**src/mdrs_pkg.sv**
```systemverilog
// shared types and constants for the manhattan distance rank sort block
// map bounds, fixed field widths, command and register codes
// no dependencies
package mdrs_pkg;

  localparam int unsigned CMD_W  = 2;
  localparam int unsigned LAT_W  = 25;
  localparam int unsigned LON_W  = 26;
  localparam int unsigned RANK_W = 10;
  localparam int unsigned IDX_W  = 10;
  localparam int unsigned DIST_W = 13;

  localparam int unsigned S_TDATA_W = 64;
  localparam int unsigned S_TUSER_W = 2;
  localparam int unsigned M_TDATA_W = 24;
  localparam int unsigned M_TUSER_W = 1;

  localparam int unsigned APB_AW = 4;
  localparam int unsigned APB_DW = 32;

  localparam logic [CMD_W-1:0] CMD_CLEAR = 2'd0;
  localparam logic [CMD_W-1:0] CMD_LOAD  = 2'd1;
  localparam logic [CMD_W-1:0] CMD_READ  = 2'd2;

  localparam logic [1:0] REG_CURSOR_X = 2'd0;
  localparam logic [1:0] REG_CURSOR_Y = 2'd1;
  localparam logic [1:0] REG_VIEW_X   = 2'd2;
  localparam logic [1:0] REG_VIEW_Y   = 2'd3;

  localparam logic [8:0]  CURSOR_X_RST = 9'd210;
  localparam logic [8:0]  CURSOR_Y_RST = 9'd160;
  localparam logic [10:0] VIEW_X_RST   = 11'd814;
  localparam logic [10:0] VIEW_Y_RST   = 11'd864;

  // map bounds in hundred-thousandths of a degree
  localparam logic signed [LAT_W:0] BOUND_N = 26'sd5361858;
  localparam logic signed [LAT_W:0] BOUND_S = 26'sd5340953;
  localparam logic signed [LON_W:0] BOUND_W = -27'sd11368652;
  localparam logic signed [LON_W:0] BOUND_E = -27'sd11333496;

  localparam int unsigned LON_SPAN = 35156;
  localparam int unsigned LAT_SPAN = 20905;
  localparam int unsigned DLON_W   = 16;
  localparam int unsigned DLAT_W   = 15;

  localparam int unsigned MAP_SIZE = 2048;
  localparam int unsigned DIST_MAX = 4096;
  localparam int unsigned PX_W     = 13;
  localparam int unsigned CUR_W    = 12;

  // reciprocal division: scaled value stays below 2**DIV_SHIFT
  localparam int unsigned X_W       = 28;
  localparam int unsigned DIV_SHIFT = 28;
  localparam int unsigned RECIP_W   = 14;
  localparam longint unsigned LON_RECIP = (64'd1 << DIV_SHIFT) / LON_SPAN;
  localparam longint unsigned LAT_RECIP = (64'd1 << DIV_SHIFT) / LAT_SPAN;

  typedef struct packed {
    logic [DIST_W-1:0] distance;
    logic [IDX_W-1:0]  idx;
  } mdrs_entry_t;

endpackage

```
**src/mdrs_dist.sv**
```systemverilog
// coordinate clamp, pixel scaling and manhattan distance pipeline
// five stages, reciprocal multiply with one correction step per axis
// depends on mdrs_pkg
module mdrs_dist import mdrs_pkg::*; (
  input  logic                    clk_i,
  input  logic                    rst_ni,
  input  logic                    start_i,
  input  logic signed [LAT_W-1:0] lat_i,
  input  logic signed [LON_W-1:0] lon_i,
  input  logic [CUR_W-1:0]        cur_x_i,
  input  logic [CUR_W-1:0]        cur_y_i,
  output logic                    valid_o,
  output logic [DIST_W-1:0]       dist_o
);

  localparam int unsigned PROD_W = X_W + RECIP_W;

  logic [4:0] vld_q;

  logic signed [LON_W:0] lon_ext, lon_cl, lon_off;
  logic signed [LAT_W:0] lat_ext, lat_cl, lat_off;

  logic [DLON_W-1:0] dlon_q;
  logic [DLAT_W-1:0] dlat_q;
  logic [X_W-1:0]    xlon_q, xlat_q, xlon2_q, xlat2_q;
  logic [PROD_W-1:0] plon, plat;
  logic [PX_W-1:0]   qlon_q, qlat_q, pxlon_q, pxlat_q;
  logic [X_W-1:0]    blon, blat, rlon, rlat;
  logic [PX_W-1:0]   cx, cy, ax, ay;
  logic [PX_W:0]     sum;
  logic [DIST_W-1:0] dist_q;

  // clamp to bounds
  always_comb begin
    lon_ext = {lon_i[LON_W-1], lon_i};
    lat_ext = {lat_i[LAT_W-1], lat_i};
    if (lon_ext < BOUND_W) begin
      lon_cl = BOUND_W;
    end else if (lon_ext > BOUND_E) begin
      lon_cl = BOUND_E;
    end else begin
      lon_cl = lon_ext;
    end
    if (lat_ext < BOUND_S) begin
      lat_cl = BOUND_S;
    end else if (lat_ext > BOUND_N) begin
      lat_cl = BOUND_N;
    end else begin
      lat_cl = lat_ext;
    end
    lon_off = lon_cl - BOUND_W;
    lat_off = BOUND_N - lat_cl;
  end

  assign plon = PROD_W'(xlon_q) * PROD_W'(LON_RECIP);
  assign plat = PROD_W'(xlat_q) * PROD_W'(LAT_RECIP);

  assign blon = X_W'(qlon_q) * X_W'(LON_SPAN);
  assign blat = X_W'(qlat_q) * X_W'(LAT_SPAN);
  assign rlon = xlon2_q - blon;
  assign rlat = xlat2_q - blat;

  assign cx  = PX_W'(cur_x_i);
  assign cy  = PX_W'(cur_y_i);
  assign ax  = (cx >= pxlon_q) ? (cx - pxlon_q) : (pxlon_q - cx);
  assign ay  = (cy >= pxlat_q) ? (cy - pxlat_q) : (pxlat_q - cy);
  assign sum = (PX_W+1)'(ax) + (PX_W+1)'(ay);

  always_ff @(posedge clk_i or negedge rst_ni) begin
    if (!rst_ni) begin
      vld_q <= '0;
    end else begin
      vld_q <= {vld_q[3:0], start_i};
    end
  end

  always_ff @(posedge clk_i) begin
    dlon_q  <= lon_off[DLON_W-1:0];
    dlat_q  <= lat_off[DLAT_W-1:0];
    xlon_q  <= X_W'(dlon_q) * X_W'(MAP_SIZE);
    xlat_q  <= X_W'(dlat_q) * X_W'(MAP_SIZE);
    qlon_q  <= plon[DIV_SHIFT +: PX_W];
    qlat_q  <= plat[DIV_SHIFT +: PX_W];
    xlon2_q <= xlon_q;
    xlat2_q <= xlat_q;
    pxlon_q <= qlon_q + PX_W'(rlon >= X_W'(LON_SPAN));
    pxlat_q <= qlat_q + PX_W'(rlat >= X_W'(LAT_SPAN));
    dist_q  <= (sum > (PX_W+1)'(DIST_MAX)) ? DIST_W'(DIST_MAX) : DIST_W'(sum);
  end

  assign valid_o = vld_q[4];
  assign dist_o  = dist_q;

  a_dist_sat: assert property (@(posedge clk_i) disable iff (!rst_ni)
    valid_o |-> dist_o <= DIST_W'(DIST_MAX))
    else $error("distance above saturation limit");

  a_px_range: assert property (@(posedge clk_i) disable iff (!rst_ni)
    vld_q[3] |-> (pxlon_q <= PX_W'(MAP_SIZE)) && (pxlat_q <= PX_W'(MAP_SIZE)))
    else $error("pixel coordinate outside map");

  a_rem_range: assert property (@(posedge clk_i) disable iff (!rst_ni)
    vld_q[2] |-> (rlon < X_W'(2 * LON_SPAN)) && (rlat < X_W'(2 * LAT_SPAN)))
    else $error("reciprocal estimate off by more than one");

endmodule

```
**config.mk**
```make
export PLATFORM = sky130hd
export DESIGN_NAME = mdrs_dist
export DESIGN_NICKNAME = d
export VERILOG_FILES = /design/src/mdrs_pkg.sv /design/src/mdrs_dist.sv
export SDC_FILE = /design/constraint.sdc
export NUM_CORES = 1
export LEC_CHECK = 0
export BUFFER_PORTS_ARGS = -buffer_cell sky130_fd_sc_hd__buf_4
export CORE_ASPECT_RATIO = 1.4
export CORE_MARGIN = 2
export CORE_UTILIZATION = 55
export CTS_CLUSTER_SIZE = 8
export DETAILED_ROUTE_END_ITERATION = 8
export GPL_ROUTABILITY_DRIVEN = 0
export PLACE_DENSITY = 0.76
export SLEW_MARGIN = 10
export SYNTH_ARGS = -nofsm -noshare
export SYNTH_HDL_FRONTEND = slang
export SYNTH_SLANG_ARGS = --single-unit
```
**constraint.sdc**
```tcl
create_clock -name clk_i -period 20.2 [get_ports clk_i]
set_input_delay 1.01 -clock clk_i [delete_from_list [all_inputs] [get_ports clk_i]]
set_output_delay 1.01 -clock clk_i [all_outputs]
set_load 0.02 [all_outputs]
```
==> results by group <==
Setup path
  • Critical path capture point type: flop
  • Max incr delay on CP: 0.53 ns
  • Crit path DAT: 8.35 ns
  • Critical R2R Launch: qlat_q[4]
  • Critical Path Source Type: flop
  • Most used cell, CP: ha_1
  • Worst Setup SP: qlat_q[4]
  • Slowest CP cell: or4_1
  • Crit Path Category: flop to flop
  • Worst-path fanout max: 8
  • Required @ worst endpoint: 20.56 ns

Timing
  • Final count of hold timing violations: 0
  • Final period utilization: 39.6%
  • TNS Setup: 0 ns
  • Skew final: 0.00872 ns
  • Max_slew headroom: 47.2%
  • Fmax: 125 MHz
  • Slew Viols, Final: 0
  • Setup ws final: 12.21 ns
  • Slew @ Worst Pin: 0.782 ns
  • # setup viols final: 0
  • Fin crit period: 7.99 ns
  • RSZ-0062 raised after global routing: false

Synth
  • Ys Warns: 0
  • Post-Syn Instances: 2224
  • Count of different cell masters after synthesis: 88
  • Asr flop ratio synth: 3.11%
  • Syn avg cell area: 9.23 um2
  • Mapped cell area: 0.0205 mm2
  • Ys flop type: dfxtp_1
  • Sequential cell area fraction in the yosys report: 15.8%
  • Number of synthesized flops with an enable pin: 0
  • Synth Register Bits: 161
  • Syn_nets: 2926

Global route
  • Vias in the first global route: 16800
  • Most used routing layer: met2
  • Antenna violations before repair: 0
  • M3 GR Usage: 3.04%
  • Tot GR Track Use: 23.7%
  • GRT overflow: 0
  • Largest net degree at the start of global routing: 21
  • First-pass GRT wire length: 75.7 mm
  • Met1 usage: 26.3%
  • Met2 Track Usage GR: 44.6%

Flow run
  • Max Cap Viol: 0

Placed design
  • # port buffers: 91
  • Pre-CTS setup slack: 12.29 ns
  • Post-placement cell area: 0.0217 mm2
  • HPWL after DPL: 36.8 mm

Route
  • DRC Markers: 10
  • Vias per cell: 5.65
  • Drt total wl: 43.9 mm
  • Detailed router's first-iteration violation count: 572
  • Antenna Violating Nets Remaining: 0
  • WL per Instance: 15.7 um
  • Pre-antenna DRT Iters: 6
  • DR vias: 15800

Floorplanning
  • Die H: 233 um
  • Die width: 167 um
  • # IOs: 92
  • Starting Density: 55.9%
  • Cell row count: 83
  • DIE AREA: 0.0389 mm2
  • Core area: 0.0368 mm2

Final layout
  • Fin area: 0.0223 mm2
  • Share of the core filled with cells: 60.7%
  • P&R area growth vs syn: 8.68%
  • Final #Nets: 3016
  • Antenna diodes: 0
  • Share of cells above drive strength 1: 7.13%
  • Fillers: 3079

CTS
  • CTS tree: done
  • CTS root buf: clkbuf_16
  • Hold-fix buffers at CTS: 0
  • Htree depth: 4
  • Post-CTS Setup Bufs: 0
  • Clock tree buffer depth: 2
  • Cts bufs inserted: 17
  • Worst skew pair latency: 0.46 ns
  • PostCTS Resize Cnt: 0
  • Clock slew at reported path FFs: 0.08 ns
  • Clock Sinks: 161

Outcome
  • Failing checks: design-rule violations
  • Status: finished with violations

Worst hold path
  • HP Start: dlat_q[6]
  • HP Class: flop to flop
path summary, 6_finish.rpt:
kind,to,slack (ns),cells past startpoint
max,pxlat_q[12],12.21,32
min,xlat_q[17],0.33,0
max reg2reg,pxlat_q[12],12.21,32
min reg2reg,xlat_q[17],0.33,0
max in group asynchronous,vld_q[1],19.76,1
min in group asynchronous,vld_q[3],0.34,1
per-layer routing:
| metal | wire, um | vias up |
|---|---|---|
| met5 | 0 | - |
| met4 | 1830 | 0 |
| met3 | 1310 | 127 |
| met2 | 22800 | 335 |
| met1 | 18000 | 7566 |
| li1 | - | 7770 |
Yosys cell counts, drive strengths merged (29+ instances only):
library cell	n	area, um2
a21o	46	345
a21oi	121	609
dfxtp	156	3120
fa	184	3680
ha	440	5510
inv	403	1510
nand2	86	323
nand3	43	220
nor2	106	398
nor3	29	156
o21ai	91	459
xnor2	79	699
xor2	50	445
metrics by stage:
stage          std cells  hold slack [ns]
2_1_floorplan       2224            0.310
3_3_place_gp        2762            0.310
3_5_place_dp        2762            0.312
4_1_cts             2794            0.325
5_1_grt             2794            0.324
6_report            2794            0.325
registers in the layout (all words and copies together) (netlist names):
name and cells:
dlon_q 16, xlon2_q 16, xlon_q 16, dlat_q 15, xlat2_q 15, xlat_q 15, dist_o 13, pxlat_q 13
pxlon_q 13, qlat_q 12, qlon_q 12, vld_q 5
cells in the final DEF (no fill, tap or decap), types with 9 or more instances in the layout:
cell and n:
or2_2 13, o21ai_1 9, nand2b_1 18, o31ai_1 10
a31oi_1 15, mux2i_1 17, fa_1 184, nand3_1 42
dfxtp_1 156, inv_1 403, or3_1 11, nand2_1 86
a21oi_1 120, nor3_1 28, nand4_1 10, and2_1 19
nor4_1 12, a211oi_1 17, o21bai_1 13, clkbuf_16 17
ha_1 440, xor2_1 49, nor2_1 106, o21ai_0 81
and3_1 15, nor2b_1 25, o21a_1 21, o41ai_1 10
a21o_1 46, xnor2_1 78, buf_4 93
cell families after synthesis:
kind of cell | share of synthesized area, %
compound gates | 14.0
xor+xnor | 5.58
fa+ha+maj | 44.8
buf+inv | 7.81
flops | 15.8
mux | 1.16
simple gates | 10.9
layout make-up:
cell class                      count  area, um2  share of cell area, %
Clock buffer                       17        425                   1.91
Clock inverter                     15        166                  0.746
Inverter                          403       1510                   6.78
Multi-Input combinational cell   1638      15700                   70.3
Sequential cell                   161       3250                   14.6
Tap cell                          467        584                   2.62
Timing Repair Buffer               93        698                   3.13
worst max-delay path: cells and delay by family (launching register included):
family,cells,cell delay [ns]
AOI/OAI and AO/OA,12,2.27
xor gates and xnor gates,1,0.13
adders and majority gates,9,3.37
buffers and inverters,2,0.21
DFF,1,0.52
and+or+nand+nor,8,1.39
Power is not shown: default switching activity piles up to over one toggle a cycle in this logic, so the estimate is an artifact.
